## src/rtl/bld_pkg.sv

```systemverilog
// Shared types and constants for the packed BCD long divider.
`default_nettype none

package bld_pkg;

    localparam int DIVIDEND_W  = 32;
    localparam int DIVISOR_W   = 16;
    localparam int QUOTIENT_W  = 32;
    localparam int REMAINDER_W = 16;
    localparam int STATUS_W    = 2;

    localparam logic [STATUS_W-1:0] ST_OK        = 2'd0;
    localparam logic [STATUS_W-1:0] ST_DIV_ZERO  = 2'd1;
    localparam logic [STATUS_W-1:0] ST_BAD_DIGIT = 2'd2;

    localparam logic [3:0] DIGIT_MAX = 4'd9;
    localparam logic [4:0] RADIX     = 5'd10;

    typedef struct packed {
        logic [DIVIDEND_W-1:0] dividend_bcd;
        logic [DIVISOR_W-1:0]  divisor_bcd;
    } bld_req_t;

    typedef struct packed {
        logic [QUOTIENT_W-1:0]  quotient_bcd;
        logic [REMAINDER_W-1:0] remainder_bcd;
        logic [STATUS_W-1:0]    status;
    } bld_rsp_t;

endpackage

`default_nettype wire

```

## src/rtl/bld_check.sv

```systemverilog
// Operand screening: flags nibbles above nine and a zero divisor.
`default_nettype none

module bld_check #(
    parameter int DD_DIGITS = 8,
    parameter int DV_DIGITS = 4
) (
    input  wire logic [4*DD_DIGITS-1:0] dividend,
    input  wire logic [4*DV_DIGITS-1:0] divisor,
    output logic [bld_pkg::STATUS_W-1:0] status
);

    logic bad;

    always_comb
    begin
        bad = 1'b0;
        for (int k = 0; k < DD_DIGITS; k++)
        begin
            if (dividend[4*k +: 4] > bld_pkg::DIGIT_MAX)
            begin
                bad = 1'b1;
            end
        end
        for (int k = 0; k < DV_DIGITS; k++)
        begin
            if (divisor[4*k +: 4] > bld_pkg::DIGIT_MAX)
            begin
                bad = 1'b1;
            end
        end
        // An invalid digit takes priority over a zero divisor.
        if (bad)
        begin
            status = bld_pkg::ST_BAD_DIGIT;
        end
        else if (divisor == '0)
        begin
            status = bld_pkg::ST_DIV_ZERO;
        end
        else
        begin
            status = bld_pkg::ST_OK;
        end
    end

endmodule

`default_nettype wire

```

## src/rtl/bld_bcd_sub.sv

```systemverilog
// Shared BCD subtractor: a minus b, digit by digit with borrow.
`default_nettype none

module bld_bcd_sub #(
    parameter int DIGITS = 5
) (
    input  wire logic [4*DIGITS-1:0] a,
    input  wire logic [4*DIGITS-1:0] b,
    output logic [4*DIGITS-1:0]      diff,
    output logic                     borrow
);

    logic       carry;
    logic [4:0] t;

    always_comb
    begin
        carry = 1'b0;
        t     = '0;
        diff  = '0;
        for (int k = 0; k < DIGITS; k++)
        begin
            t = {1'b0, a[4*k +: 4]} - {1'b0, b[4*k +: 4]} - {4'd0, carry};
            // A negative digit result wraps back into 0..9 and borrows.
            if (t[4])
            begin
                t     = t + bld_pkg::RADIX;
                carry = 1'b1;
            end
            else
            begin
                carry = 1'b0;
            end
            diff[4*k +: 4] = t[3:0];
        end
        borrow = carry;
    end

endmodule

`default_nettype wire

```

## src/rtl/bcd_long_divider.sv

```systemverilog
// Packed BCD restoring long divider with a shared BCD subtractor and a small sequencer.
//
//   channel | dir | handshake               | payload
//   --------+-----+-------------------------+----------------------------------------
//   req     | in  | req_valid / req_ready   | dividend_bcd, divisor_bcd
//   rsp     | out | rsp_valid / rsp_ready   | quotient_bcd, remainder_bcd, status
//
// After acceptance S_SHIFT brings down each dividend digit, then S_SUB runs trial
// subtractions, one at a time, until one borrows or the digit reaches nine; the count of
// successful trials is that quotient digit. The single BCD subtractor is used once per
// trial subtraction. Invalid operands and a zero divisor go straight to S_DONE.
// req_ready is high only while the sequencer is idle; a finished result moves to the
// output register, so a new transaction may enter while rsp waits on rsp_ready.
// Reset clears the sequencer and rsp_valid; no clearing pass is needed.
`default_nettype none

module bcd_long_divider #(
    parameter int DIVIDEND_DIGITS = 8,
    parameter int DIVISOR_DIGITS  = 4
) (
    input  wire logic             clk,
    input  wire logic             rst_n,
    input  wire logic             req_valid,
    output logic                  req_ready,
    input  wire bld_pkg::bld_req_t req,
    output logic                  rsp_valid,
    input  wire logic             rsp_ready,
    output bld_pkg::bld_rsp_t     rsp
);

    // Divisor digits that can be nonzero, and partial remainder digits (one more).
    localparam int DV  = (DIVISOR_DIGITS < 4) ? DIVISOR_DIGITS : 4;
    localparam int PD  = DV + 1;
    localparam int DW  = 4 * DIVIDEND_DIGITS;
    localparam int CW  = $clog2(DIVIDEND_DIGITS + 1);

    localparam logic [1:0] S_IDLE  = 2'd0;
    localparam logic [1:0] S_SHIFT = 2'd1;
    localparam logic [1:0] S_SUB   = 2'd2;
    localparam logic [1:0] S_DONE  = 2'd3;

    logic [1:0]                    state_reg, state_next;
    logic [CW-1:0]                 cnt_reg, cnt_next;
    logic [3:0]                    qd_reg, qd_next;
    logic [DW-1:0]                 dvd_reg, dvd_next;
    logic [4*DV-1:0]               dvs_reg, dvs_next;
    logic [4*PD-1:0]               part_reg, part_next;
    logic [bld_pkg::QUOTIENT_W-1:0] quot_reg, quot_next;
    logic [bld_pkg::STATUS_W-1:0]  stat_reg, stat_next;
    logic                          rsp_valid_reg, rsp_valid_next;
    bld_pkg::bld_rsp_t             rsp_reg, rsp_next;

    logic [DW+bld_pkg::DIVIDEND_W-1:0] dvd_ext;
    logic [DW-1:0]                 dvd_in;
    logic [4*DV-1:0]               dvs_in;
    logic [bld_pkg::STATUS_W-1:0]  chk_status;
    logic [4*PD-1:0]               sub_diff;
    logic                          sub_borrow;
    logic                          take;

    // Dividend digits beyond the field width read as zero.
    assign dvd_ext = {{DW{1'b0}}, req.dividend_bcd};
    assign dvd_in  = dvd_ext[DW-1:0];
    assign dvs_in  = req.divisor_bcd[4*DV-1:0];

    bld_check #(
        .DD_DIGITS (DIVIDEND_DIGITS),
        .DV_DIGITS (DV)
    ) u_check (
        .dividend (dvd_in),
        .divisor  (dvs_in),
        .status   (chk_status)
    );

    bld_bcd_sub #(
        .DIGITS (PD)
    ) u_sub (
        .a      (part_reg),
        .b      ({4'd0, dvs_reg}),
        .diff   (sub_diff),
        .borrow (sub_borrow)
    );

    assign take      = !sub_borrow && (qd_reg != bld_pkg::DIGIT_MAX);
    assign req_ready = (state_reg == S_IDLE);
    assign rsp_valid = rsp_valid_reg;
    assign rsp       = rsp_reg;

    always_comb
    begin
        state_next     = state_reg;
        cnt_next       = cnt_reg;
        qd_next        = qd_reg;
        dvd_next       = dvd_reg;
        dvs_next       = dvs_reg;
        part_next      = part_reg;
        quot_next      = quot_reg;
        stat_next      = stat_reg;
        rsp_valid_next = rsp_valid_reg;
        rsp_next       = rsp_reg;

        if (rsp_valid_reg && rsp_ready)
        begin
            rsp_valid_next = 1'b0;
        end

        case (state_reg)
            S_IDLE:
            begin
                if (req_valid)
                begin
                    dvd_next  = dvd_in;
                    dvs_next  = dvs_in;
                    part_next = '0;
                    quot_next = '0;
                    qd_next   = '0;
                    cnt_next  = CW'(DIVIDEND_DIGITS);
                    stat_next = chk_status;
                    state_next = (chk_status == bld_pkg::ST_OK) ? S_SHIFT : S_DONE;
                end
            end
            S_SHIFT:
            begin
                // Bring down the next dividend digit: partial times ten plus digit.
                part_next = {part_reg[4*PD-5:0], dvd_reg[DW-1 -: 4]};
                dvd_next  = dvd_reg << 4;
                qd_next   = '0;
                state_next = S_SUB;
            end
            S_SUB:
            begin
                if (take)
                begin
                    part_next = sub_diff;
                    qd_next   = qd_reg + 4'd1;
                end
                else
                begin
                    // The failed trial is simply not committed, which restores the partial.
                    quot_next = {quot_reg[bld_pkg::QUOTIENT_W-5:0], qd_reg};
                    if (cnt_reg == CW'(1))
                    begin
                        state_next = S_DONE;
                    end
                    else
                    begin
                        cnt_next   = cnt_reg - CW'(1);
                        state_next = S_SHIFT;
                    end
                end
            end
            S_DONE:
            begin
                if (!rsp_valid_reg || rsp_ready)
                begin
                    rsp_next.quotient_bcd  = quot_reg;
                    rsp_next.remainder_bcd = bld_pkg::REMAINDER_W'(part_reg);
                    rsp_next.status        = stat_reg;
                    rsp_valid_next         = 1'b1;
                    state_next             = S_IDLE;
                end
            end
            default:
            begin
                state_next = S_IDLE;
            end
        endcase
    end

    always_ff @(posedge clk or negedge rst_n)
    begin
        if (!rst_n)
        begin
            state_reg     <= S_IDLE;
            rsp_valid_reg <= 1'b0;
        end
        else
        begin
            state_reg     <= state_next;
            rsp_valid_reg <= rsp_valid_next;
        end
    end

    always_ff @(posedge clk)
    begin
        cnt_reg  <= cnt_next;
        qd_reg   <= qd_next;
        dvd_reg  <= dvd_next;
        dvs_reg  <= dvs_next;
        part_reg <= part_next;
        quot_reg <= quot_next;
        stat_reg <= stat_next;
        rsp_reg  <= rsp_next;
    end

endmodule

`default_nettype wire

```

## config.mk

```make
export PLATFORM = sky130hd
export DESIGN_NAME = bcd_long_divider
export DESIGN_NICKNAME = d
export VERILOG_FILES = /design/src/rtl/bld_pkg.sv /design/src/rtl/bld_check.sv /design/src/rtl/bld_bcd_sub.sv /design/src/rtl/bcd_long_divider.sv
export SDC_FILE = /design/constraint.sdc
export NUM_CORES = 1
export LEC_CHECK = 0
export ABC_AREA = 1
export BUFFER_PORTS_ARGS = -buffer_cell sky130_fd_sc_hd__buf_4
export CAP_MARGIN = 40
export CORE_ASPECT_RATIO = 0.9
export CORE_MARGIN = 4
export CORE_UTILIZATION = 42
export CTS_CLUSTER_SIZE = 24
export DETAILED_ROUTE_END_ITERATION = 12
export PLACE_DENSITY = 0.6
export SLEW_MARGIN = 5
export SYNTH_ARGS = -nofsm -noshare
export SYNTH_HDL_FRONTEND = slang
export SYNTH_SLANG_ARGS = --single-unit
```

## constraint.sdc

```tcl
create_clock -name clk -period 10.05 [get_ports clk]
set_clock_uncertainty 0.05 [all_clocks]
set_input_delay 2.01 -clock clk [delete_from_list [all_inputs] [get_ports clk]]
set_output_delay 2.01 -clock clk [all_outputs]
set_load 0.01 [all_outputs]
```

======== Word level (Yosys, flattened, before mapping) ========
Cells that the tools add are included.
operators by class
  $add $sub $neg .......................... 15
  order comparisons ....................... 12
  eq/ne operators ......................... 10
  multiplexer cells ....................... 48
  reductions and logical operators ........ 18
operators with widths
  operator             count
  $pmux 32 s2          2
  $mux 32              3
  $pmux 20 s3          1
  $gt 4x4->1 const B   12
  $mux 20              2
  $mux 4               10
  $mux 1               21
  $add 4x4->4 const B  5
  $sub 4x4->5          4
  $logic_not 16->1     1
  $sub 5x1->5          3
  $mux 2               6
  $pmux 4 s3           1
  $ne 2x2->1 const B   5
  $reduce_and 3->1     3
  $pmux 2 s4           1
  $pmux 4 s2           1
  $reduce_and 2->1     3
  $sub 4x1->5          1
  $add 4x1->4 const B  1
  $eq 2x2->1 const B   2
  $eq 4x1->1 const B   1
  $logic_not 2->1      2
  $ne 4x4->1 const B   1
  other kinds (8)      11
word-level totals
  bits in registers ....................... 163
  input port bits ......................... 52
  output and inout port bits .............. 52

======== Depth between registers and ports, before layout ========
  depth in word-level cells ............... 18
  mapped depth ............................ 47

======== Hierarchy ========
Synthesis repeated with hierarchy kept, for this count alone.
unflattened totals
  cells, all modules ...................... 736
  area total of the unflattened synthesis .. 7,872.6 um^2
by module, submodules not included
  module            times used  cells an instance  area each (um^2)
  bcd_long_divider  1           463                6,202.2
  bld_bcd_sub       1           237                1,488.9
  bld_check         1           36                 181.4

======== Worst setup path after synthesis ========
No wires, ideal clock.
  kind .................................... reg2reg
  start ................................... register part_reg[0]
  end ..................................... register quot_reg[0] in the netlist's numbering (enable)
  setup time .............................. 0.421 ns
  arrival ................................. 7.024 ns
  required time ........................... 9.579 ns
  setup slack ............................. 2.555 ns
  stages on the path, launching flop included .. 44
  path buffers ............................ 0
  cells stage by stage .................... edfxtp_1 -> inv_1 -> ha_1 -> inv_1 -> fa_1 -> nand3_1 -> nand2_1 -> fa_1 -> fa_1 -> inv_1 -> nand2_2 -> nand2_2 -> nand2_2 -> nand2_2 -> nand2_4 -> xnor2_1 -> inv_1 -> ha_1 -> [8 not listed] -> or2_1 -> nand2_1 -> inv_2 -> ha_1 -> inv_1 -> nand2_1 -> fa_1 -> inv_1 -> nand2_2 -> nand2_4 -> nand3_2 -> nand2_4 -> ha_1 -> ha_1 -> nand3_2 -> nand3_1 -> nand2_1 -> nor2_1
on the way
  cells in the longest elaborated chain, start to end .. 14
RTL lines
  what                               RTL line                 text
  from (decl)                        bcd_long_divider.sv:47   logic [4*PD-1:0] part_reg, part_next;
  from (signal assigned)             bcd_long_divider.sv:190  part_reg <= part_next;
  $sub 4x4->5                        bld_bcd_sub.sv:23        t = {1'b0, a[4*k +: 4]} - {1'b0, b[4*k +: 4]} - {4'd0, carry};
  $mux 1                             bld_bcd_sub.sv:25        if (t[4])
  $sub 5x1->5                        bld_bcd_sub.sv:23
  $mux 1                             bld_bcd_sub.sv:25
  $sub 5x1->5                        bld_bcd_sub.sv:23
  $mux 1                             bld_bcd_sub.sv:25
  $sub 5x1->5                        bld_bcd_sub.sv:23
  $mux 1                             bld_bcd_sub.sv:25
  $sub 4x1->5                        bld_bcd_sub.sv:23
  $mux 1                             bld_bcd_sub.sv:25
  $logic_not 1->1                    bcd_long_divider.sv:84   assign take = !sub_borrow && (qd_reg != bld_pkg::DIGIT_MAX);
  $logic_and 1x1->1                  bcd_long_divider.sv:84
  $ne 2x2->1 (no source line)        -
  $reduce_and 3->1 (no source line)  -
  to (signal assigned)               bcd_long_divider.sv:191  quot_reg <= quot_next;
  to (decl)                          bcd_long_divider.sv:48   logic [bld_pkg::QUOTIENT_W-1:0] quot_reg, quot_next;
No other way between the ends.
A chain may end at the register's enable or synchronous reset.

======== Worst setup path after layout ========
  start ................................... register part_reg[0]
  end ..................................... register cnt_reg[1] (enable)
on the way
  cells in the longest elaborated chain, start to end .. 14
RTL lines
  what                               RTL line                 text
  $sub 4x4->5                        bld_bcd_sub.sv:23
  $mux 1                             bld_bcd_sub.sv:25
  $sub 5x1->5                        bld_bcd_sub.sv:23
  $mux 1                             bld_bcd_sub.sv:25
  $sub 5x1->5                        bld_bcd_sub.sv:23
  $mux 1                             bld_bcd_sub.sv:25
  $sub 5x1->5                        bld_bcd_sub.sv:23
  $mux 1                             bld_bcd_sub.sv:25
  $sub 4x1->5                        bld_bcd_sub.sv:23
  $mux 1                             bld_bcd_sub.sv:25
  $logic_not 1->1                    bcd_long_divider.sv:84
  $logic_and 1x1->1                  bcd_long_divider.sv:84
  $ne 2x2->1 (no source line)        -
  $reduce_and 4->1 (no source line)  -
  to (signal assigned)               bcd_long_divider.sv:186  cnt_reg <= cnt_next;
  to (decl)                          bcd_long_divider.sv:43   logic [CW-1:0] cnt_reg, cnt_next;
No other way between the ends.

==> results.json <==
{
  "status": "finished, final reports clean",
  "synth_cell_types": 31,
  "finalHoldViolations": 0,
  "yosysSeqAreaShare": 0.640,
  "hpwl_um": 11000,
  "path_clk_slew_ns": 0.08,
  "nets": 898,
  "synth_ff_type": "edfxtp_1",
  "cp.arrival_ns": 7.16,
  "multiInputGateArea_um2": 2280,
  "coreArea_um2": 17700,
  "holdCritPathClass": "register to register",
  "diodes": 0,
  "cts_tree": "done",
  "syn-cell-area_um2": 7630,
  "seq_area_um2": 4880,
  "grt_max_degree": 55,
  "overflow": 0,
  "port_buffers": 103,
  "cts_resized": 0,
  "syn_inst": 692,
  "worst-path-max-fanout": 5,
  "min_period_over_period": 0.711,
  "p_leak_nw": 4.20,
  "slowest_stage": "nor3_1",
  "ys_ff_latch": 163,
  "drt-total-wl_um": 15200,
  "maxSlewHeadroom": 0.481,
  "setup_viol": 0,
  "top_layer_used": "met4",
  "path_delay_family": "adder cells",
  "critPathCaptureType": "register",
  "routedWlPerCell_um": 14.4,
  "grt_pass1_wl_um": 25100,
  "tightestPinTransition_ns": 0.778,
  "netlist.top_cell.by_area": "edfxtp_1",
  "cts-root-buf": "clkbuf_16",
  "ys.warnings.count": 0,
  "fp.dieH_um": 136,
  "ctsHoldBuffers": 0,
  "drt-met1-wl_um": 6730,
  "grt_pass1_vias": 5120,
  "antenna_left": 0,
  "drc": 0,
  "rsz0062_at_grt": "no",
  "setup-tns-final_ns": 0,
  "vias": 5073,
  "antenna_found_initial": 0,
  "cp-start-kind": "register",
  "ios": 104,
  "fp.dieW_um": 150,
  "cts-root-to-sink-buffers": 2,
  "globalRouteTotalUtil": 0.158,
  "syn_to_final_growth_pct": 22.8,
  "synth.avg_cell_area_um2": 11.0,
  "required_ns": 10.06,
  "slew_violations": 0,
  "rows": 46,
  "cellPowerDensity_nw_per_um2": 372,
  "cts.sinks": 163,
  "wl_met3_um": 835,
  "detailedRoute.firstPassIterationCount": 4,
  "post-route-util": 0.528,
  "gp_congestion": 0.884,
  "initial_core_util": 0.430,
  "fillers": 1580,
  "htreeDepth": 4,
  "synthArstFlopShare": 0.0184,
  "critical_path_class": "register to register",
  "post_cts_buffers": 0,
  "irDropWorstVdd_v": 0.000202,
  "syn-num-nets": 786,
  "cts_made_buffers": 17,
  "power_mw": 3.49,
  "finalCriticalPeriod_ns": 7.15,
  "insertion_delay_ns": 0.43,
  "synth_area_leaders": "edfxtp_1 (63%), nand2_1 (9.5%), ha_1 (6.1%)",
  "vias_per_cell": 4.80,
  "synthDominantCellAreaShare": 0.630,
  "drv_cap": 0,
  "die_area_um2": 20400,
  "timing.fmax_mhz": 140,
  "drive_gt1_frac": 0.226,
  "met2_length_um": 7420,
  "cp.buffers_inverters": 8,
  "max_stage_delay_ns": 0.45,
  "synth_edf_count": 160,
  "largest_reg_flops": 50,
  "drtIter0Drc": 272
}
-- per-layer routing --
metal | vias to the layer above | GRT usage
met4 | 0 | 0.0513
met2 | 138 | 0.261
li1 | 2512 | -
met1 | 2403 | 0.204
met3 | 20 | 0.0413
met5 | - | 0
-- cells in the mapped netlist (3+ instances only) --
| library cell | instances |
|---|---|
| buf_2 | 12 |
| nand2_1 | 194 |
| dfrtp_1 | 3 |
| nand3_1 | 35 |
| inv_2 | 9 |
| edfxtp_1 | 160 |
| nor2_1 | 32 |
| nand2_4 | 9 |
| xnor2_1 | 3 |
| ha_1 | 37 |
| nand3b_1 | 3 |
| nand2_2 | 7 |
| nor3_1 | 4 |
| nand3_2 | 7 |
| inv_1 | 103 |
| xor2_1 | 3 |
| nand4_1 | 7 |
| or2_1 | 3 |
| fa_1 | 5 |
| o21ai_1 | 18 |
| a21oi_1 | 23 |
-- metrics by stage --
step	hold slack (ns)	setup slack (ns)	instance area, um^2	cells
global placement	0.356	2.85	8690	1023
global route	0.378	2.24	9370	1057
detailed placement	0.355	2.88	8730	1025
floorplan	0.350	2.55	7630	692
CTS	0.373	2.85	9370	1057
finish	0.372	2.90	9370	1057
-- layout by cell type (no fill, tap or decap), types with 9 or more instances in the layout --
| cell | n |
|---|---|
| buf_4 | 107 |
| ha_1 | 35 |
| nand2_1 | 194 |
| nand2_4 | 9 |
| a21oi_1 | 21 |
| nor2_1 | 30 |
| edfxtp_1 | 160 |
| o21ai_1 | 18 |
| nand3_1 | 35 |
| inv_2 | 9 |
| clkbuf_16 | 17 |
| inv_1 | 103 |
-- path summary, 6_finish.rpt --
path / from / end / cells past startpoint / slack [ns]
hold reg to reg: quot_reg[30] / rsp[48] / 0 / 0.37
min in group asynchronous: rst_n / rsp_valid / 1 / 1.31
max in group asynchronous: rst_n / state_reg[1] / 1 / 8.54
setup reg to reg: part_reg[0] / cnt_reg[1] / 43 / 2.90
setup / recovery: part_reg[0] / cnt_reg[1] / 43 / 2.90
hold / removal: quot_reg[30] / rsp[48] / 0 / 0.37
-- kinds of logic after synthesis --
| group | after synthesis | synth area share |
|---|---|---|
| flip-flops | 163 | 0.640 |
| adder cells (fa/ha/maj) | 42 | 0.0738 |
| AND/OR/NAND/NOR | 304 | 0.179 |
| XOR/XNOR | 6 | 0.00689 |
| AO/OA/AOI/OAI | 49 | 0.0361 |
| buffers and inverters | 128 | 0.0650 |
-- cell type report --
class                   instances  share of cell area
clock inverters                15              0.0230
repair buffers                109              0.0900
well taps                     240              0.0321
inverters                     112              0.0449
multi-input cells             401               0.244
flip-flops and latches        163               0.521
clock buffers                  17              0.0454
-- worst register-to-register path: cells and delay by family, from the launching register on --
kind / cells / cell delay [ns]
fa+ha+maj: 10 / 2.85
buf+inv: 8 / 0.52
simple gates: 23 / 2.61
flops: 1 / 0.42
xor+xnor: 1 / 0.13
compound gates: 1 / 0.19
-- report_power, final --
group	leakage (nW)	switching [mW]	internal, mW
Clock	0.309	0.311	0.364
Sequential	1.57	0.148	1.21
Combinational	2.32	0.932	0.525
Note: power is estimated with default switching activity, not from simulation.
